$ cat src/rtl/core/dadd_pkg.sv
package dadd_pkg;

  // Field widths of the input and result words.
  localparam int unsigned YEAR_W = 14;
  localparam int unsigned MONTH_W = 4;
  localparam int unsigned DAY_W = 5;
  localparam int unsigned COUNT_W = 22;

  // Default four-digit year limit.
  localparam int unsigned YEAR_LIMIT_DEF = 10000;

  // Leap-year cycle and the number of halving steps that reduce a start year
  // modulo that cycle (the quotient of a 14-bit year by 400 fits in 6 bits).
  localparam int unsigned LEAP_CYCLE = 400;
  localparam int unsigned CENTURY = 100;
  localparam int unsigned REDUCE_STEPS = 6;

  localparam int unsigned MONTH_JAN = 1;
  localparam int unsigned MONTH_FEB = 2;
  localparam int unsigned MONTH_DEC = 12;

  // Micro-operations of the sequencer.
  typedef enum logic [1:0] {
    OP_IDLE,
    OP_REDUCE,
    OP_WALK,
    OP_EMIT
  } op_t;

  typedef logic [3:0] step_t;

  // Named program steps.
  localparam step_t STEP_IDLE = 4'd0;
  localparam step_t STEP_WALK = 4'd7;
  localparam step_t STEP_EMIT = 4'd8;

  // One control word of the program.
  typedef struct packed {
    op_t         op;
    logic [2:0]  red_sh;
    step_t       jmp;
  } ctrl_t;

  // Status that the datapath returns to the sequencer.
  typedef struct packed {
    logic in_acc;
    logic zero_cnt;
    logic walk_end;
    logic out_free;
  } stat_t;

  // The program: take a word, reduce the year modulo 400 with six conditional
  // subtractions, walk months, then hand the result over; a zero count goes straight to it.
  function automatic ctrl_t ucode(input step_t s);
    ctrl_t w;
    case (s)
      4'd0:    w = '{op: OP_IDLE,   red_sh: 3'd0, jmp: STEP_EMIT};
      4'd1:    w = '{op: OP_REDUCE, red_sh: 3'd5, jmp: STEP_IDLE};
      4'd2:    w = '{op: OP_REDUCE, red_sh: 3'd4, jmp: STEP_IDLE};
      4'd3:    w = '{op: OP_REDUCE, red_sh: 3'd3, jmp: STEP_IDLE};
      4'd4:    w = '{op: OP_REDUCE, red_sh: 3'd2, jmp: STEP_IDLE};
      4'd5:    w = '{op: OP_REDUCE, red_sh: 3'd1, jmp: STEP_IDLE};
      4'd6:    w = '{op: OP_REDUCE, red_sh: 3'd0, jmp: STEP_IDLE};
      4'd7:    w = '{op: OP_WALK,   red_sh: 3'd0, jmp: STEP_EMIT};
      4'd8:    w = '{op: OP_EMIT,   red_sh: 3'd0, jmp: STEP_IDLE};
      default: w = '{op: OP_IDLE,   red_sh: 3'd0, jmp: STEP_EMIT};
    endcase
    return w;
  endfunction

  // Days in a common-year month; codes outside 1 to 12 give 31 and are never walked.
  function automatic logic [DAY_W-1:0] month_len(input logic [MONTH_W-1:0] m);
    logic [DAY_W-1:0] len;
    case (m)
      4'd2:    len = 5'd28;
      4'd4:    len = 5'd30;
      4'd6:    len = 5'd30;
      4'd9:    len = 5'd30;
      4'd11:   len = 5'd30;
      default: len = 5'd31;
    endcase
    return len;
  endfunction

endpackage

$ cat src/rtl/core/dadd_useq.sv
module dadd_useq (
  input  logic            clk,
  input  logic            rst_n,
  input  dadd_pkg::stat_t stat,
  output dadd_pkg::ctrl_t ctrl
);

  dadd_pkg::step_t step_r;
  dadd_pkg::step_t step_nxt;
  dadd_pkg::step_t step_inc;

  // Current control word straight out of the program table.
  assign ctrl = dadd_pkg::ucode(step_r);
  assign step_inc = step_r + 4'd1;

  // Step counter: advance, hold while waiting, or take the jump.
  always_comb begin
    step_nxt = step_r;
    case (ctrl.op)
      dadd_pkg::OP_IDLE: begin
        if (stat.in_acc) begin
          step_nxt = stat.zero_cnt ? ctrl.jmp : step_inc;
        end
      end
      dadd_pkg::OP_REDUCE: begin
        step_nxt = step_inc;
      end
      dadd_pkg::OP_WALK: begin
        if (stat.walk_end) begin
          step_nxt = ctrl.jmp;
        end
      end
      dadd_pkg::OP_EMIT: begin
        if (stat.out_free) begin
          step_nxt = ctrl.jmp;
        end
      end
      default: begin
        step_nxt = dadd_pkg::STEP_IDLE;
      end
    endcase
  end

  always_ff @(posedge clk) begin
    if (!rst_n) begin
      step_r <= dadd_pkg::STEP_IDLE;
    end else begin
      step_r <= step_nxt;
    end
  end

endmodule

$ cat src/rtl/core/dadd_dpath.sv
module dadd_dpath #(
  parameter int unsigned YEAR_LIMIT = dadd_pkg::YEAR_LIMIT_DEF
) (
  input  logic            clk,
  input  logic            rst_n,
  input  dadd_pkg::ctrl_t ctrl,
  output dadd_pkg::stat_t stat,
  input  logic            in_tvalid,
  output logic            in_tready,
  input  logic [47:0]     in_tdata,
  output logic            out_tvalid,
  input  logic            out_tready,
  output logic [23:0]     out_tdata,
  output logic [0:0]      out_tuser
);

  // The walked year must hold any 14-bit start year and every year below the limit.
  localparam int unsigned YMAX = (YEAR_LIMIT > (1 << dadd_pkg::YEAR_W)) ?
                                 YEAR_LIMIT : (1 << dadd_pkg::YEAR_W);
  localparam int unsigned YW = $clog2(YMAX);
  localparam int unsigned YW_I = dadd_pkg::YEAR_W;
  localparam int unsigned MW = dadd_pkg::MONTH_W;
  localparam int unsigned DW = dadd_pkg::DAY_W;
  localparam int unsigned NW = dadd_pkg::COUNT_W;

  logic [YW-1:0]   year_r,  year_nxt;
  logic [MW-1:0]   month_r, month_nxt;
  logic [DW-1:0]   day_r,   day_nxt;
  logic [NW-1:0]   cnt_r,   cnt_nxt;
  logic [YW_I-1:0] rem_r,   rem_nxt;
  logic            oob_r,   oob_nxt;
  logic            ovld_r,  ovld_nxt;
  logic [23:0]     odata_r, odata_nxt;
  logic            ouser_r, ouser_nxt;

  logic [YW_I-1:0] in_year;
  logic [MW-1:0]   in_month, in_month_clamp;
  logic [DW-1:0]   in_day;
  logic [NW-1:0]   in_cnt;

  logic [YW_I-1:0] rsub;
  logic            leap;
  logic [DW-1:0]   len;
  logic [DW-1:0]   room;
  logic            fits;
  logic [YW:0]     year_inc;
  logic            year_over;

  assign in_year  = in_tdata[13:0];
  assign in_month = in_tdata[17:14];
  assign in_day   = in_tdata[22:18];
  assign in_cnt   = in_tdata[44:23];

  // Month 0 walks as January and months above 12 as December.
  always_comb begin
    in_month_clamp = in_month;
    if (in_month == MW'(0)) begin
      in_month_clamp = MW'(dadd_pkg::MONTH_JAN);
    end else if (in_month > MW'(dadd_pkg::MONTH_DEC)) begin
      in_month_clamp = MW'(dadd_pkg::MONTH_DEC);
    end
  end

  assign in_tready = (ctrl.op == dadd_pkg::OP_IDLE);
  assign out_tvalid = ovld_r;
  assign out_tdata = odata_r;
  assign out_tuser = ouser_r;

  // Leap year: year mod 4 is the low two bits, rem_r holds year mod 400.
  assign leap = (year_r[1:0] == 2'd0) &&
                !((rem_r == YW_I'(dadd_pkg::CENTURY)) ||
                  (rem_r == YW_I'(2 * dadd_pkg::CENTURY)) ||
                  (rem_r == YW_I'(3 * dadd_pkg::CENTURY)));
  assign len = dadd_pkg::month_len(month_r) +
               DW'((month_r == MW'(dadd_pkg::MONTH_FEB)) && leap);
  assign room = (day_r > len) ? DW'(0) : (len - day_r);
  assign fits = (cnt_r <= NW'(room));
  assign year_inc = {1'b0, year_r} + (YW+1)'(1);
  assign year_over = (year_inc >= (YW+1)'(YEAR_LIMIT));

  assign rsub = YW_I'(dadd_pkg::LEAP_CYCLE) << ctrl.red_sh;

  assign stat.in_acc = in_tvalid && in_tready;
  assign stat.zero_cnt = (in_cnt == NW'(0));
  assign stat.walk_end = fits || ((month_r == MW'(dadd_pkg::MONTH_DEC)) && year_over);
  assign stat.out_free = !ovld_r || out_tready;

  // Datapath actions selected by the current micro-operation.
  always_comb begin
    year_nxt  = year_r;
    month_nxt = month_r;
    day_nxt   = day_r;
    cnt_nxt   = cnt_r;
    rem_nxt   = rem_r;
    oob_nxt   = oob_r;
    ovld_nxt  = ovld_r && !out_tready;
    odata_nxt = odata_r;
    ouser_nxt = ouser_r;
    case (ctrl.op)
      dadd_pkg::OP_IDLE: begin
        if (stat.in_acc) begin
          year_nxt  = YW'(in_year);
          month_nxt = stat.zero_cnt ? in_month : in_month_clamp;
          day_nxt   = in_day;
          cnt_nxt   = in_cnt;
          rem_nxt   = in_year;
          oob_nxt   = 1'b0;
        end
      end
      dadd_pkg::OP_REDUCE: begin
        if (rem_r >= rsub) begin
          rem_nxt = rem_r - rsub;
        end
      end
      dadd_pkg::OP_WALK: begin
        if (fits) begin
          day_nxt = day_r + cnt_r[DW-1:0];
        end else begin
          cnt_nxt = cnt_r - NW'(room);
          day_nxt = DW'(0);
          if (month_r == MW'(dadd_pkg::MONTH_DEC)) begin
            month_nxt = MW'(dadd_pkg::MONTH_JAN);
            year_nxt  = year_inc[YW-1:0];
            rem_nxt   = (rem_r == YW_I'(dadd_pkg::LEAP_CYCLE - 1)) ?
                        YW_I'(0) : rem_r + YW_I'(1);
            oob_nxt   = year_over;
          end else begin
            month_nxt = month_r + MW'(1);
          end
        end
      end
      dadd_pkg::OP_EMIT: begin
        if (stat.out_free) begin
          ovld_nxt  = 1'b1;
          odata_nxt = oob_r ? 24'd0 :
                      {1'b0, day_r, month_r, year_r[YW_I-1:0]};
          ouser_nxt = oob_r;
        end
      end
      default: begin
        ovld_nxt = ovld_r;
      end
    endcase
  end

  // Control state is reset; the working and output payload are not.
  always_ff @(posedge clk) begin
    if (!rst_n) begin
      ovld_r <= 1'b0;
    end else begin
      ovld_r <= ovld_nxt;
    end
    year_r  <= year_nxt;
    month_r <= month_nxt;
    day_r   <= day_nxt;
    cnt_r   <= cnt_nxt;
    rem_r   <= rem_nxt;
    oob_r   <= oob_nxt;
    odata_r <= odata_nxt;
    ouser_r <= ouser_nxt;
  end

endmodule

$ cat src/rtl/core/date_add_days.sv
// Gregorian date adder: each input word carries a start date and a day count,
// and one result word gives the date that many days later, or the
// out_of_limit flag with zero date fields once the year reaches YEAR_LIMIT.
// A small microcoded sequencer drives the datapath: it takes the word,
// reduces the start year modulo 400 for the leap rule, walks the months one
// per cycle, and loads the output register. The walk stops once the year
// reaches YEAR_LIMIT, so the longest walk is from a start in year 0 with a
// large count. A zero count skips the reduction and the walk.
// The month walk, one month per cycle, is the longest part of the work.
// One word is worked at a time; the output register lets the next word start
// while a result still waits to be taken.
module date_add_days #(
  parameter int unsigned YEAR_LIMIT = dadd_pkg::YEAR_LIMIT_DEF
) (
  input  logic        clk,
  input  logic        rst_n,
  input  logic        in_tvalid,
  output logic        in_tready,
  input  logic [47:0] in_tdata,   // start_year, start_month, start_day, days_to_add
  output logic        out_tvalid,
  input  logic        out_tready,
  output logic [23:0] out_tdata,  // result_year, result_month, result_day
  output logic [0:0]  out_tuser   // out_of_limit
);

  dadd_pkg::ctrl_t ctrl;
  dadd_pkg::stat_t stat;

  dadd_useq u_useq (
    .clk   (clk),
    .rst_n (rst_n),
    .stat  (stat),
    .ctrl  (ctrl)
  );

  dadd_dpath #(
    .YEAR_LIMIT (YEAR_LIMIT)
  ) u_dpath (
    .clk        (clk),
    .rst_n      (rst_n),
    .ctrl       (ctrl),
    .stat       (stat),
    .in_tvalid  (in_tvalid),
    .in_tready  (in_tready),
    .in_tdata   (in_tdata),
    .out_tvalid (out_tvalid),
    .out_tready (out_tready),
    .out_tdata  (out_tdata),
    .out_tuser  (out_tuser)
  );

endmodule
$ cat config.mk
export PLATFORM = sky130hd
export DESIGN_NAME = date_add_days
export DESIGN_NICKNAME = d
export VERILOG_FILES = /design/src/rtl/core/dadd_pkg.sv /design/src/rtl/core/dadd_useq.sv /design/src/rtl/core/dadd_dpath.sv /design/src/rtl/core/date_add_days.sv
export SDC_FILE = /design/constraint.sdc
export NUM_CORES = 1
export LEC_CHECK = 0
export BUFFER_PORTS_ARGS = -buffer_cell sky130_fd_sc_hd__buf_2
export CORE_ASPECT_RATIO = 1.1
export CORE_MARGIN = 1.5
export CORE_UTILIZATION = 33
export CTS_BUF_LIST = sky130_fd_sc_hd__clkbuf_2 sky130_fd_sc_hd__clkbuf_4 sky130_fd_sc_hd__clkbuf_8
export CTS_CLUSTER_DIAMETER = 100
export DETAILED_ROUTE_END_ITERATION = 7
export GPL_TIMING_DRIVEN = 1
export REMOVE_ABC_BUFFERS = 1
export SKIP_LAST_GASP = 1
export SLEW_MARGIN = 20
export SYNTH_ARGS = -nofsm -noshare
export SYNTH_HDL_FRONTEND = slang
export SYNTH_SLANG_ARGS = --single-unit
$ cat constraint.sdc
create_clock -name clk -period 8.92 [get_ports clk]
set_input_delay 0.446 -clock clk [delete_from_list [all_inputs] [get_ports clk]]
set_output_delay 0.446 -clock clk [all_outputs]
set_load 0.02 [all_outputs]
Word-level counts from Yosys, hierarchy flattened --
Memories as Yosys holds them, arrays and structs flattened. A register that Yosys moved wholly into a read port is not among the register bits. Index checks and enable logic that the tools add are counted.
Word-level totals: register bits after elaboration 90, memory bits (read-only) 96, bits of input ports 52, output and inout bits 27, logic and storage cells 108, memories kept 1
Cells by class: add/subtract/negate cells 9, magnitude comparators 5, equal/unequal tests 19, shift-type cells 1, mux-type cells 37, reductions and logical operators 25
Memory list:
- (name not given) | depth 16, width 6, rd ports 1, clocked after Yosys merged registers in 1, write ports 0, line dadd_pkg.sv:56 | case (s)
Operators with widths (number):
- $mux 14 | 7
- $mux 4 | 12
- $mux 22 | 2
- $pmux 22 s2 | 1
- $pmux 14 s3 | 1
- $eq 14x9->1 const B | 2
- $pmux 14 s2 | 1
- $le 22x5->1 | 1
- $logic_not 22->1 | 1
- $sub 22x5->22 | 1
- $pmux 4 s4 | 1
- $add 14x1->15 const B | 1
- $ge 15x14->1 const B | 1
- $mux 5 | 3
- $add 14x1->14 const B | 1
- $eq 14x7->1 const B | 1
- $eq 14x8->1 const B | 1
- $ge 14x14->1 | 1
- $shl 9x3->14 const A | 1
- $sub 14x14->14 | 1
- $eq 4x4->1 const B | 3
- $pmux 5 s2 | 1
- $add 4x1->4 const B | 2
- $eq 4x3->1 const B | 2
- 26 further kinds | 47

Longest topological paths before layout --
Gate-level depths: netlist of the first run.
depth after elaboration 15, depth in mapped cells 29, gate-level depth less buffers 29

Hierarchy --
A second synthesis of the first run with hierarchy kept.
Unflattened totals: cell total of the unflattened synthesis 717, area, all modules 6789.0 um2
Modules (own cells, without submodules):
- dadd_dpath | instances 1, cells each 625, area an instance 6007.0 um2, sequential area each 2542.4 um2
- dadd_useq | instances 1, cells each 92, area an instance 782.0 um2, sequential area each 200.2 um2

Worst setup path after synthesis of the first run --
Ideal clock, no wire load.
path type register -> register, start register u_dpath.rem_r[7], end register u_dpath.rem_r[0], enable pin, library setup time 0.463 ns, arrival 6.243 ns, required time 8.457 ns, slack 2.214 ns, cell stages (with the launch flop) 24, path buffers 1, period minus slack after synthesis 6.706 ns, cell sequence edfxtp_1 clkbuf_1 nor4b_1 a31oi_1 nor3b_1 a31oi_1 o311a_1 ha_1 inv_1 ha_1 inv_1 a21o_1 a21oi_1 a31oi_1 ha_1 inv_1 fa_1 a21o_1 a21o_1 a21boi_0 o21a_1 nor2_1 nor2_1 a2111oi_0
Between the ends: longest elaborated chain between the ends 12, elaborated cells between the ends (all ways) 17, classes of those cells add/sub: 2; order compare: 3; eq/ne: 5; mux: 1; reduce/logical: 6
RTL lines:
- start: declaration | line dadd_dpath.sv:30 | logic [YW_I-1:0] rem_r, rem_nxt;
- start signal: assignment | line dadd_dpath.sv:157 | rem_r <= rem_nxt;
- $eq 14x7->1 or $eq 14x8->1 (tied branches) | line dadd_dpath.sv:71, dadd_dpath.sv:72
- $logic_or 1x1->1 | line dadd_dpath.sv:71 | !((rem_r == YW_I'(dadd_pkg::CENTURY)) ||
- $logic_or 1x1->1 | line dadd_dpath.sv:72 | (rem_r == YW_I'(2 * dadd_pkg::CENTURY)) ||
- $logic_not 1->1 | line dadd_dpath.sv:71
- $logic_and 1x1->1 | line dadd_dpath.sv:70 | assign leap = (year_r[1:0] == 2'd0) &&
- $logic_and 1x1->1 | line dadd_dpath.sv:75 | DW'((month_r == MW'(dadd_pkg::MONTH_FEB)) && leap);
- $add 3x2->4 | line dadd_dpath.sv:74 | assign len = dadd_pkg::month_len(month_r) +
- $sub 5x5->5 or $gt 5x5->1 (tied branches) | line dadd_dpath.sv:76 | assign room = (day_r > len) ? DW'(0) : (len - day_r);
- $mux 5 | line dadd_dpath.sv:76
- $le 22x5->1 | line dadd_dpath.sv:77 | assign fits = (cnt_r <= NW'(room));
- $ne 2x2->1 (no source line)
- $reduce_and 5->1 (no source line) (*)
Mark *: on every way between the ends. The rest lies on a longest branch, timed or not. A chain may end at the register's enable or synchronous reset.

Worst setup path after layout of the first run --
start register u_dpath.rem_r[5], end register, netlist name u_useq.ctrl[7]
Between the ends: longest elaborated chain between the ends 15, elaborated cells between the ends (all ways) 18, classes of those cells add/sub: 2; order compare: 2; eq/ne: 4; mux: 3; reduce/logical: 7
RTL lines:
- $eq 14x7->1 or $eq 14x8->1 (tied branches) | line dadd_dpath.sv:71, dadd_dpath.sv:72
- $logic_or 1x1->1 | line dadd_dpath.sv:71
- $logic_or 1x1->1 (*) | line dadd_dpath.sv:72
- $logic_not 1->1 (*) | line dadd_dpath.sv:71
- $logic_and 1x1->1 (*) | line dadd_dpath.sv:70
- $logic_and 1x1->1 (*) | line dadd_dpath.sv:75
- $add 3x2->4 (*) | line dadd_dpath.sv:74
- $sub 5x5->5 or $gt 5x5->1 (tied branches) | line dadd_dpath.sv:76
- $mux 5 (*) | line dadd_dpath.sv:76
- $le 22x5->1 (*) | line dadd_dpath.sv:77
- $logic_or 1x1->1 (*) | line dadd_dpath.sv:85 | assign stat.walk_end = fits || ((month_r == MW'(dadd_pkg::MONTH_DEC)) && year_over);
- $ne 2x2->1 (no source line) (*)
- $reduce_and 3->1 (no source line) (*)
- $mux 4 (no source line) (*) (2 in series)
Marks and branches as above.

==> results of run 1 <==
-- state kept, by name, summed over array words and instances (netlist names) --
signal and count:
u_dpath.cnt_r 22, u_dpath.day_r 5, u_dpath.month_r 4, u_dpath.oob_r 1, u_dpath.out_tdata 23, u_dpath.out_tuser 1, u_dpath.out_tvalid 1, u_dpath.rem_r 14
u_dpath.year_r 14, u_useq.ctrl 6, u_useq.step_r 4
-- synth_stat cells (2+ instances only) --
library cell | instances | area [µm²]
sky130_fd_sc_hd__nand4_1 | 6 | 37.5
sky130_fd_sc_hd__nand3b_1 | 6 | 45.0
sky130_fd_sc_hd__a31oi_1 | 11 | 68.8
sky130_fd_sc_hd__o32a_1 | 2 | 20.0
sky130_fd_sc_hd__a21oi_1 | 57 | 285
sky130_fd_sc_hd__o22ai_1 | 2 | 12.5
sky130_fd_sc_hd__and3_1 | 8 | 50.1
sky130_fd_sc_hd__nor4b_1 | 2 | 17.5
sky130_fd_sc_hd__ha_1 | 43 | 538
sky130_fd_sc_hd__or3_1 | 2 | 12.5
sky130_fd_sc_hd__a21o_1 | 5 | 37.5
sky130_fd_sc_hd__dfxtp_1 | 11 | 220
sky130_fd_sc_hd__a32oi_1 | 3 | 26.3
sky130_fd_sc_hd__nor2_1 | 97 | 364
sky130_fd_sc_hd__o211ai_1 | 3 | 22.5
sky130_fd_sc_hd__o31ai_1 | 2 | 15.0
sky130_fd_sc_hd__edfxtp_1 | 84 | 2520
sky130_fd_sc_hd__mux2i_1 | 9 | 90.1
sky130_fd_sc_hd__mux2_2 | 7 | 78.8
sky130_fd_sc_hd__nor2b_1 | 23 | 144
sky130_fd_sc_hd__and2_1 | 3 | 18.8
sky130_fd_sc_hd__a22o_1 | 2 | 17.5
sky130_fd_sc_hd__xor2_1 | 18 | 158
sky130_fd_sc_hd__and4_1 | 2 | 17.5
sky130_fd_sc_hd__nor3_1 | 16 | 80.1
sky130_fd_sc_hd__or3b_1 | 2 | 17.5
sky130_fd_sc_hd__nand2_1 | 41 | 154
sky130_fd_sc_hd__or4_1 | 2 | 15.0
sky130_fd_sc_hd__clkbuf_1 | 21 | 78.8
sky130_fd_sc_hd__o221ai_1 | 3 | 26.3
sky130_fd_sc_hd__nand3_1 | 19 | 95.1
sky130_fd_sc_hd__nand2b_1 | 10 | 62.6
sky130_fd_sc_hd__o21a_1 | 9 | 67.6
sky130_fd_sc_hd__nor4_1 | 8 | 50.1
sky130_fd_sc_hd__a21boi_0 | 3 | 22.5
sky130_fd_sc_hd__inv_1 | 38 | 143
sky130_fd_sc_hd__or2_2 | 2 | 12.5
sky130_fd_sc_hd__xnor2_1 | 32 | 280
sky130_fd_sc_hd__a22oi_1 | 3 | 22.5
sky130_fd_sc_hd__nor3b_1 | 4 | 30.0
sky130_fd_sc_hd__buf_4 | 2 | 15.0
sky130_fd_sc_hd__fa_1 | 3 | 60.1
sky130_fd_sc_hd__o21ai_0 | 18 | 90.1
sky130_fd_sc_hd__o21ai_1 | 2 | 10.0
-- stage by stage --
stage               power (W)  setup slack [ns]  hold WS, ns  cells  instance area, µm²
finish                0.00218              2.99        0.364    983                7240
global route          0.00238              2.51        0.361    983                7240
CTS                   0.00220              2.90        0.337    983                7240
detailed placement    0.00189              2.93        0.594    967                7040
global placement      0.00187              2.98        0.582    967                7040
floorplan             0.00162              2.25        0.552    643                6310
-- how the worst max path moves through the flow --
stage / cells after the start / to
after floorplan: 22 / u_dpath.rem_r[0]
after global placement: 26 / u_useq.ctrl[7]
after detailed placement: 26 / u_useq.ctrl[7]
after CTS: 26 / u_useq.ctrl[7]
after global routing: 26 / u_useq.ctrl[7]
final: 26 / u_useq.ctrl[7]
-- logic make-up after synthesis --
kind of cell / after synthesis / share of synthesized area [%]
simple gates: 259 / 20.2
other cells: 1 / 0.0585
compound gates: 136 / 13.8
buf+inv: 63 / 3.82
mux: 18 / 3.16
flops: 95 / 42.8
fa+ha+maj: 46 / 9.33
xor+xnor: 50 / 6.83
-- cell usage in the layout (no fill, tap or decap), types with 3 or more instances in the layout --
cell type,Yosys,final
sky130_fd_sc_hd__nand2b_1,10,10
sky130_fd_sc_hd__nor4_1,8,8
sky130_fd_sc_hd__xnor2_1,32,32
sky130_fd_sc_hd__edfxtp_1,84,84
sky130_fd_sc_hd__and3_1,8,8
sky130_fd_sc_hd__a32oi_1,3,3
sky130_fd_sc_hd__clkbuf_8,0,9
sky130_fd_sc_hd__nor2b_1,23,22
sky130_fd_sc_hd__a31oi_1,11,11
sky130_fd_sc_hd__o211ai_1,3,3
sky130_fd_sc_hd__dfxtp_1,11,11
sky130_fd_sc_hd__nand4_1,6,6
sky130_fd_sc_hd__a21o_1,5,5
sky130_fd_sc_hd__fa_1,3,3
sky130_fd_sc_hd__a22oi_1,3,3
sky130_fd_sc_hd__xor2_1,18,18
sky130_fd_sc_hd__a21boi_0,3,3
sky130_fd_sc_hd__o221ai_1,3,3
sky130_fd_sc_hd__nor2_1,97,96
sky130_fd_sc_hd__nand3_1,19,19
sky130_fd_sc_hd__nand2_1,41,41
sky130_fd_sc_hd__buf_2,1,74
sky130_fd_sc_hd__inv_1,38,38
sky130_fd_sc_hd__nor3_1,16,16
sky130_fd_sc_hd__and2_1,3,3
sky130_fd_sc_hd__o21ai_0,18,18
sky130_fd_sc_hd__nand3b_1,6,6
sky130_fd_sc_hd__buf_4,2,3
sky130_fd_sc_hd__nor3b_1,4,4
sky130_fd_sc_hd__ha_1,43,42
sky130_fd_sc_hd__o21a_1,9,9
sky130_fd_sc_hd__mux2i_1,9,9
sky130_fd_sc_hd__mux2_2,7,7
sky130_fd_sc_hd__a21oi_1,57,56
-- critical path, stage by stage (launching register included) --
cell and delay, ns:
sky130_fd_sc_hd__edfxtp_1 0.48, sky130_fd_sc_hd__inv_1 0.12, sky130_fd_sc_hd__nor4b_1 0.31, sky130_fd_sc_hd__a31oi_1 0.07, sky130_fd_sc_hd__nor3b_1 0.20, sky130_fd_sc_hd__a31oi_1 0.07, sky130_fd_sc_hd__o311a_1 0.34, sky130_fd_sc_hd__ha_1 0.30
sky130_fd_sc_hd__inv_1 0.05, sky130_fd_sc_hd__ha_1 0.17, sky130_fd_sc_hd__inv_1 0.05, sky130_fd_sc_hd__a21o_1 0.16, sky130_fd_sc_hd__a21oi_1 0.45, sky130_fd_sc_hd__nand3_1 0.16, sky130_fd_sc_hd__nand2_1 0.10, sky130_fd_sc_hd__ha_1 0.27
sky130_fd_sc_hd__a21o_1 0.19, sky130_fd_sc_hd__a21o_1 0.18, sky130_fd_sc_hd__a21boi_0 0.46, sky130_fd_sc_hd__o221ai_1 0.32, sky130_fd_sc_hd__o31ai_4 0.14, sky130_fd_sc_hd__nor2_4 0.13, sky130_fd_sc_hd__o31ai_1 0.37, sky130_fd_sc_hd__nand2_1 0.14
sky130_fd_sc_hd__ha_1 0.23, sky130_fd_sc_hd__mux2_1 0.29, sky130_fd_sc_hd__o21ai_1 0.11
-- where the power goes --
group          leakage, nW  internal [W]  switching (W)
combinational         1.70      0.000440       0.000606
clock                0.101      0.000134       0.000171
sequential           0.887      0.000680       0.000152
total                 2.69       0.00125       0.000929
-- layer usage --
| metal | up-vias | track usage (%) | share of wire (%) |
|---|---|---|---|
| li1 | 2523 | - | - |
| met3 | 14 | 2.75 | 3.4 |
| met2 | 74 | 23.7 | 47 |
| met4 | 0 | 5.00 | 1.5 |
| met5 | - | 0 | 0 |
| met1 | 2213 | 18.8 | 48 |
-- layout make-up --
cell class	instances	area, µm²
Timing Repair Buffer	77	393
Fill cell	1959	11900
Clock buffer	9	124
Tap cell	247	309
Multi-Input combinational cell	510	3450
Inverter	38	143
Clock inverter	7	81.3
Sequential cell	95	2740
==> results.json, run 1 <==
{
  "critical_r2r_launch": "u_dpath.rem_r[5]",
  "ys_seq_area_share_pct": 42.8,
  "critPathRequiredTime_ns": 9.25,
  "timing.reg2reg.setup_slack_ns": 2.99,
  "synth_flop_cell": "sky130_fd_sc_hd__edfxtp_1",
  "grt_use_total_pct": 14.4,
  "worstSkewPairLatency_ns": 0.38,
  "cp_max_fo": 7,
  "worst_setup_hold_path_clk_slew_ns": 0.10,
  "die_area_um2": 20300,
  "timing.slew.headroom_pct": 40.7,
  "coreArea_um2": 19100,
  "cts_num_sinks": 95,
  "cts.hold.buffers_added": 0,
  "max_cap_viols": 0,
  "cts.path.max_buffers": 2,
  "setup_violations": 0,
  "yosys_warnings": 0,
  "maximum_clock_skew_at_final_layout_ns": 0.0121,
  "layout-area-overhead-vs-synth_pct": 12.9,
  "total_leakage_power_nw": 2.69,
  "endpoint_kind": "flop",
  "timing.hold.worst_endpoint": "u_dpath.cnt_r[3]",
  "layout_worst_path_cycle_share_pct": 66.4,
  "critPathArrivalTime_ns": 6.25,
  "reg2reg_to": "u_useq.ctrl[7]",
  "hold_path_startpoint": "in_tdata[26]",
  "fp-row-count": 53,
  "slew_viol_final": 0,
  "first_global_vias": 4636,
  "drt_antenna_net_count": 0,
  "routed-via-count": 4824,
  "grt_antenna_before_repair": 0,
  "vias_per_cell": 4.91,
  "min_path_type": "in2reg",
  "drt_first_iter_violations": 203,
  "power_density_nw_per_um2": 301,
  "cts_made_buffers": 9,
  "drt-total-wl_um": 14000,
  "post_drt_wl_per_cell_um": 14.3,
  "cts_tree": "built",
  "antennaDiodeCount": 0,
  "reg2reg_depth": 26,
  "cts_resized": 0,
  "worst-slew-pin-transition_ns": 0.887,
  "max_clk_rate_mhz": 169,
  "postCtsSetupRepairBufs": 0,
  "async_reset_ff_share_pct": 0,
  "io_pins": 79,
  "timing.setup.critical_path_class": "reg2reg",
  "die_w_um": 136,
  "rsz0062_at_grt": "no",
  "postSynthCellCount": 668,
  "route.detailed.drc": 0,
  "fin_crit_ns": 5.93,
  "finish.net_count": 829,
  "portBuffers": 74,
  "synth_cell_types": 66,
  "cts.root.buffer_cell": "sky130_fd_sc_hd__clkbuf_8",
  "drt-pass1-iter-count": 4,
  "setup_tns_ns": 0,
  "netlist_area_um2": 6410,
  "core_occupancy_in_the_finished_layout_pct": 37.9,
  "worstSetupStartpoint": "u_dpath.rem_r[5]",
  "report.final.hold_viol_count": 0,
  "worstSetupStartpointType": "flop",
  "ys_seq_elements": 95,
  "htreeDepth": 3,
  "outcome": "complete, no violations",
  "place.detailed.hpwl_um": 10600,
  "holdPathStages": 3,
  "die_extent_in_y_um": 149,
  "syn-mean-instance-area_um2": 9.60,
  "initial_core_util_pct": 33.6,
  "grt.overflow.total": 0,
  "pin_count_of_the_biggest_net_entering_global_routing": 86,
  "drive_gt1_share_pct": 15.9,
  "highest_ir_drop_seen_on_vdd_v": 0.000129,
  "grt_pass1_wl_um": 22900,
  "synth-edff-count": 84,
  "gpl.final_weighted_congestion": 0.786
}
Note: power is estimated with default switching activity, not from simulation.
==> run 2: changes to the inputs <==
clock period = 4.8 ns   (was 8.92 ns; I/O delays follow)
==> run 2 against run 1 <==
Compared with the run above:
- the flow now finishes with violations (negative setup slack)
- setup slack got worse by 3.1 ns
- sequential cell count unchanged
- routed wire length grew 9.7%
- worst hold slack lost 0.20 ns
- combinational power is 150% higher
- total power is 110% higher
- via count increased by 7.3%
- first-iteration DRC count up 5.9%
- count of clock-buffer cells in the layout rose by 2
==> results.json, run 2 (synthesized netlist as in run 1, its figures left out) <==
{
  "p_total_w": 0.00466,
  "post_drt_wl_per_cell_um": 14.6,
  "drt-total-wl_um": 15400,
  "maximum_clock_skew_at_final_layout_ns": 0.0140,
  "first_global_vias": 5018,
  "fp-row-count": 53,
  "total_of_fill_cells_in_the_finished_design": 1899,
  "drt_first_iter_violations": 215,
  "endpoint_kind": "flop",
  "portBuffers": 74,
  "place.detailed.hpwl_um": 11500,
  "critPathArrivalTime_ns": 5.24,
  "reg2reg_to": "u_useq.ctrl[8]",
  "hold_path_startpoint": "in_tdata[26]",
  "worst-slew-pin-transition_ns": 0.834,
  "reg2reg_depth": 26,
  "cts_tree": "built",
  "grt.overflow.total": 0,
  "worstSkewPairLatency_ns": 0.39,
  "report.final.hold_viol_count": 0,
  "route.detailed.drc": 0,
  "outcome": "finished, violations left",
  "die_area_um2": 20300,
  "timing.slew.headroom_pct": 44.4,
  "coreArea_um2": 19100,
  "initial_core_util_pct": 33.6,
  "die_w_um": 136,
  "slew_viol_final": 0,
  "dp_cells": 1032,
  "cts.hold.buffers_added": 0,
  "cts_made_buffers": 9,
  "setup_violations": 5,
  "highest_ir_drop_seen_on_vdd_v": 0.000215,
  "drive_gt1_share_pct": 27.2,
  "worst_setup_hold_path_clk_slew_ns": 0.09,
  "io_pins": 79,
  "gpl.final_weighted_congestion": 0.830,
  "layout_worst_path_cycle_share_pct": 102,
  "layout-area-overhead-vs-synth_pct": 25.5,
  "finish.net_count": 901,
  "drt-pass1-iter-count": 4,
  "layout_commonest_cell": "sky130_fd_sc_hd__nor2_1",
  "cp_max_fo": 7,
  "routed-via-count": 5177,
  "failed_checks": "negative setup slack",
  "power_density_nw_per_um2": 579,
  "largest_register_ffs": 23,
  "core_occupancy_in_the_finished_layout_pct": 42.1,
  "area.sequential_um2": 2740,
  "htreeDepth": 3,
  "timing.reg2reg.setup_slack_ns": -0.11,
  "postPlaceCellArea_um2": 7540,
  "critPathRequiredTime_ns": 5.12,
  "multi_input_logic_area_um2": 3660,
  "rsz0062_at_grt": "yes",
  "grt_antenna_before_repair": 0,
  "timing.hold.worst_endpoint": "u_dpath.cnt_r[3]",
  "grt_pass1_wl_um": 24800,
  "max_cap_viols": 0,
  "fin_crit_ns": 4.91,
  "grt_use_total_pct": 15.7,
  "max_clk_rate_mhz": 203,
  "stdcell_count": 1055,
  "finalWorstSetupSlack_ns": -0.115,
  "cts_num_sinks": 95,
  "antennaDiodeCount": 0,
  "cts.path.max_buffers": 2,
  "die_extent_in_y_um": 149,
  "smallest_hold_slack_ns": 0.160,
  "cts.root.buffer_cell": "sky130_fd_sc_hd__clkbuf_8",
  "worstSetupStartpointType": "flop",
  "holdPathStages": 3,
  "drt_antenna_net_count": 0,
  "total_leakage_power_nw": 3.11,
  "vias_per_cell": 4.91,
  "critical_r2r_launch": "u_dpath.rem_r[3]",
  "postLayoutCellArea_um2": 8050,
  "timing.setup.critical_path_class": "reg2reg",
  "layout_common_cells": "sky130_fd_sc_hd__nor2_1, sky130_fd_sc_hd__edfxtp_1, sky130_fd_sc_hd__buf_2, sky130_fd_sc_hd__buf_4, sky130_fd_sc_hd__a21oi_1",
  "pin_count_of_the_biggest_net_entering_global_routing": 84,
  "min_path_type": "in2reg"
}
-- run 2: changes by cell type in the layout (fill, tap and decap cells not counted), sizes merged --
cell | before | now
buf | 77 | 149
clkinvlp | 1 | 2
clkbuf | 9 | 11
clkinv | 3 | 2
inv | 40 | 38
-- run 2: cell type report --
| cell class | count | area share, % |
|---|---|---|
| multi-input combinational | 510 | 45.5 |
| sequential | 95 | 34.1 |
| timing repair buffer | 149 | 12.4 |
| tap | 247 | 3.84 |
| inverter | 38 | 1.77 |
| clock buffer | 11 | 1.73 |
| clock inverter | 5 | 0.731 |
-- run 2: layer usage --
layer / routed length, µm / global-route usage [%]
met4: 238 / 4.52
met1: 7120 / 20.0
met2: 7550 / 27.3
met3: 457 / 2.55
met5: 0 / 0
-- run 2: through the flow --
stage	setup WS, ns	TNS, ns
after global placement	-0.343	-3.87
after CTS	-0.126	-0.897
after floorplan	-1.87	-45.02
final	-0.115	-0.397
after global routing	-0.373	-2.78
after detailed placement	-0.454	-5.93
-- run 2: worst max path at each step --
| stage | slack [ns] | start | end |
|---|---|---|---|
| 2_1_floorplan | -1.87 | u_dpath.rem_r[7] | u_dpath.rem_r[0] |
| 3_3_place_gp | -0.34 | u_dpath.rem_r[3] | u_useq.ctrl[7] |
| 3_5_place_dp | -0.45 | u_dpath.rem_r[3] | u_useq.ctrl[7] |
| 4_1_cts | -0.13 | u_dpath.rem_r[3] | u_useq.ctrl[7] |
| 5_1_grt | -0.37 | u_dpath.rem_r[3] | u_useq.ctrl[3] |
| 6_report | -0.11 | u_dpath.rem_r[3] | u_useq.ctrl[8] |
-- run 2: where the power goes --
group / switching (W) / internal (W)
clock network: 0.000298 / 0.000253
logic: 0.00138 / 0.00125
registers: 0.000224 / 0.00126
-- run 2: critical path, stage by stage, from the launching register on --
cell	delay, ns
sky130_fd_sc_hd__edfxtp_1	0.47
sky130_fd_sc_hd__nor4b_2	0.28
sky130_fd_sc_hd__a31oi_1	0.06
sky130_fd_sc_hd__nor3b_1	0.19
sky130_fd_sc_hd__a31oi_1	0.08
sky130_fd_sc_hd__o311a_1	0.33
sky130_fd_sc_hd__ha_1	0.31
sky130_fd_sc_hd__inv_2	0.07
sky130_fd_sc_hd__ha_4	0.13
sky130_fd_sc_hd__inv_2	0.03
sky130_fd_sc_hd__a21o_1	0.17
sky130_fd_sc_hd__a21oi_4	0.24
sky130_fd_sc_hd__a31oi_1	0.13
sky130_fd_sc_hd__ha_1	0.22
sky130_fd_sc_hd__inv_1	0.07
sky130_fd_sc_hd__fa_2	0.20
sky130_fd_sc_hd__a21o_1	0.11
sky130_fd_sc_hd__a21o_1	0.16
sky130_fd_sc_hd__a21boi_4	0.09
sky130_fd_sc_hd__o221ai_4	0.18
sky130_fd_sc_hd__o31ai_4	0.12
sky130_fd_sc_hd__nor2_4	0.21
sky130_fd_sc_hd__buf_4	0.16
sky130_fd_sc_hd__buf_4	0.11
sky130_fd_sc_hd__mux2i_4	0.24
sky130_fd_sc_hd__or3b_4	0.41
sky130_fd_sc_hd__o21ai_1	0.08
-- run 2: what timing repair did --
action,in CTS,in global routing
endpoints found under the setup margin,42,50
gates cloned,1,0
pin swaps,18,26
gates resized for setup,31,30
setup buffers,2,4
==> run 3: changes to the inputs <==
ABC_AREA = 1   (was default)
PLACE_DENSITY = 0.59   (was default)
==> run 3 against run 2 <==
Compared with the run above:
- the flow now finishes without violations
- cell count grew 9.8%
- combinational power grew 17%
- die area is 1.7% higher
- synthesized cell count rose by 21%
- register-to-register slack improved by 0.41 ns
- sequential share of layout area up 1.3 points
- clock power rose by 8.3%
- worst hold slack lost 0.017 ns
- highest routed layer unchanged
==> results.json, run 3 <==
{
  "vias_per_cell": 4.78,
  "synth_area_leader_cell": "sky130_fd_sc_hd__edfxtp_1",
  "gpl.final_weighted_congestion": 0.870,
  "slew_viol_final": 0,
  "endpoint_kind": "flop",
  "routed-via-count": 5539,
  "rsz0062_at_grt": "yes",
  "reg2reg_depth": 34,
  "met3RoutedLength_um": 726,
  "cts_tree": "built",
  "grt_antenna_before_repair": 0,
  "max_cap_viols": 0,
  "highest_layer": "met4",
  "layout_common_cells": "sky130_fd_sc_hd__nand2_1, sky130_fd_sc_hd__inv_1, sky130_fd_sc_hd__nor2_1, sky130_fd_sc_hd__edfxtp_1, sky130_fd_sc_hd__buf_2",
  "grt_pass1_wl_um": 24700,
  "total_of_fill_cells_in_the_finished_design": 1973,
  "outcome": "complete, no violations",
  "drive_gt1_share_pct": 21.2,
  "yosys_warnings": 0,
  "worstSetupStartpointType": "flop",
  "critPathSlowestCell": "sky130_fd_sc_hd__edfxtp_1",
  "crit_cells": 34,
  "ys_seq_area_share_pct": 42.0,
  "netlist_area_um2": 6520,
  "cts.root.buffer_cell": "sky130_fd_sc_hd__clkbuf_8",
  "timing.reg2reg.setup_slack_ns": 0.29,
  "drt_antenna_net_count": 0,
  "worst-slew-pin-transition_ns": 0.949,
  "setup.worst_path.end": "u_useq.ctrl[7]",
  "critPathArrivalTime_ns": 4.80,
  "htreeDepth": 3,
  "maximum_clock_skew_at_final_layout_ns": 0.0147,
  "synthDominantCellAreaShare_pct": 38.7,
  "synth_cell_types": 43,
  "finalWorstSetupSlack_ns": 0.292,
  "routedLengthMet1_um": 7190,
  "worst_setup_hold_path_clk_slew_ns": 0.10,
  "cp_max_fo": 5,
  "worstSkewPairLatency_ns": 0.39,
  "die_area_um2": 20600,
  "timing.slew.headroom_pct": 36.6,
  "portBuffers": 74,
  "layout-area-overhead-vs-synth_pct": 19.0,
  "critPathMaxStageDelay_ns": 0.47,
  "highest_ir_drop_seen_on_vdd_v": 0.000214,
  "ys_top_cells_by_area": "sky130_fd_sc_hd__edfxtp_1, sky130_fd_sc_hd__nand2_1, sky130_fd_sc_hd__ha_1, sky130_fd_sc_hd__inv_1, sky130_fd_sc_hd__nor2_1",
  "stdcell_count": 1158,
  "preCtsSetupSlack_ns": 0.0204,
  "met2WireLength_um": 7310,
  "dp_cells": 1131,
  "die_extent_in_y_um": 150,
  "place.detailed.hpwl_um": 11800,
  "grt.overflow.total": 0,
  "fp-row-count": 53,
  "power_density_nw_per_um2": 697,
  "post_drt_wl_per_cell_um": 13.3,
  "die_w_um": 137,
  "drt-pass1-iter-count": 5,
  "fin_crit_ns": 4.51,
  "initial_core_util_pct": 33.9,
  "async_reset_ff_share_pct": 0,
  "layout_worst_path_cycle_share_pct": 93.9,
  "most_frequent_cell_on_critical_path": "sky130_fd_sc_hd__nand2_2",
  "setup_violations": 0,
  "pin_count_of_the_biggest_net_entering_global_routing": 37,
  "critical_r2r_launch": "u_dpath.month_r[1]",
  "critPathRequiredTime_ns": 5.09,
  "report.final.hold_viol_count": 0,
  "smallest_hold_slack_ns": 0.144,
  "reg2reg_to": "u_useq.ctrl[7]",
  "first_global_vias": 5130,
  "drt-total-wl_um": 15400,
  "cp_num_buf_inv": 5,
  "max_clk_rate_mhz": 222,
  "cts_num_sinks": 95,
  "cts.path.max_buffers": 2,
  "p_total_w": 0.00541,
  "synthMostInstantiatedCell": "sky130_fd_sc_hd__nand2_1",
  "critPathTopFamily": "simple AND/OR/NAND/NOR gates",
  "drt_first_iter_violations": 366,
  "coreArea_um2": 19200,
  "core_occupancy_in_the_finished_layout_pct": 40.4,
  "synth_flop_cell": "sky130_fd_sc_hd__edfxtp_1",
  "total_leakage_power_nw": 3.43,
  "postSynthCellCount": 809,
  "min_path_type": "in2reg",
  "finish.net_count": 1004,
  "io_pins": 79,
  "cts_made_buffers": 9,
  "largest_register_ffs": 23,
  "layout_commonest_cell": "sky130_fd_sc_hd__nand2_1",
  "synth-edff-count": 84,
  "worstSetupStartpoint": "u_dpath.month_r[1]",
  "synth_common_cells": "sky130_fd_sc_hd__nand2_1, sky130_fd_sc_hd__inv_1, sky130_fd_sc_hd__nor2_1, sky130_fd_sc_hd__edfxtp_1, sky130_fd_sc_hd__nand3_1",
  "timing.setup.critical_path_class": "reg2reg",
  "route.detailed.drc": 0,
  "syn-mean-instance-area_um2": 8.06,
  "antennaDiodeCount": 0,
  "ys_seq_elements": 95,
  "grt_use_total_pct": 15.4
}
==> run 3: final cells by class <==
class | instances | area, µm² | share of cell area (%)
timing repair buffer | 103 | 617 | 7.95
tap | 247 | 309 | 3.98
multi-input combinational | 587 | 3460 | 44.6
clock inverter | 7 | 95.1 | 1.22
inverter | 110 | 413 | 5.32
sequential | 95 | 2740 | 35.3
clock buffer | 9 | 124 | 1.60
==> run 3: tightest hold or removal path: stages <==
cell                      delay [ns]
sky130_fd_sc_hd__buf_2          0.09
sky130_fd_sc_hd__nand2_1        0.05
sky130_fd_sc_hd__nand2_1        0.04
==> run 3: stage by stage <==
step                      instance area, µm²  setup TNS [ns]
after floorplan                         6450          -23.80
after global placement                  7300               0
after detailed placement                7300               0
after CTS                               7530               0
after global routing                    7760          -0.287
final                                   7760               0
==> run 3: how the worst min path moves through the flow <==
stage	cells past startpoint	from	endpoint	slack, ns
2_1_floorplan	1	rst_n	u_dpath.out_tvalid	0.39
3_3_place_gp	3	in_tdata[24]	u_dpath.cnt_r[1]	0.53
3_5_place_dp	3	in_tdata[24]	u_dpath.cnt_r[1]	0.52
4_1_cts	3	in_tdata[24]	u_dpath.cnt_r[1]	0.12
5_1_grt	3	in_tdata[24]	u_dpath.cnt_r[1]	0.14
6_report	3	in_tdata[24]	u_dpath.cnt_r[1]	0.14
==> run 3: kinds of logic after synthesis <==
family,Yosys count,share of synthesized area (%)
other cells,1,0.0575
xor+xnor,27,3.62
flops,95,42.0
buf+inv,127,7.42
compound gates,114,9.92
simple gates,399,27.8
fa+ha+maj,46,9.17
==> run 3: power by group <==
part	total (W)	internal [W]	switching, W	leakage, nW
Sequential	0.00175	0.00142	0.000334	0.895
Combinational	0.00306	0.00119	0.00187	2.43
Clock	0.000597	0.000295	0.000303	0.111
==> run 3: layer usage <==
layer | GRT usage [%] | vias up
met1 | 20.3 | 2543
li1 | - | 2889
met2 | 25.3 | 96
met5 | 0 | -
met3 | 3.43 | 11
met4 | 3.89 | 0
==> run 3: timing repair <==
action                     in CTS  in global routing
gates resized for setup         1                 40
buffers inserted                0                 11
setup endpoints to repair       1                 70
pin swaps                       0                 12
hold buffers                    0                  0
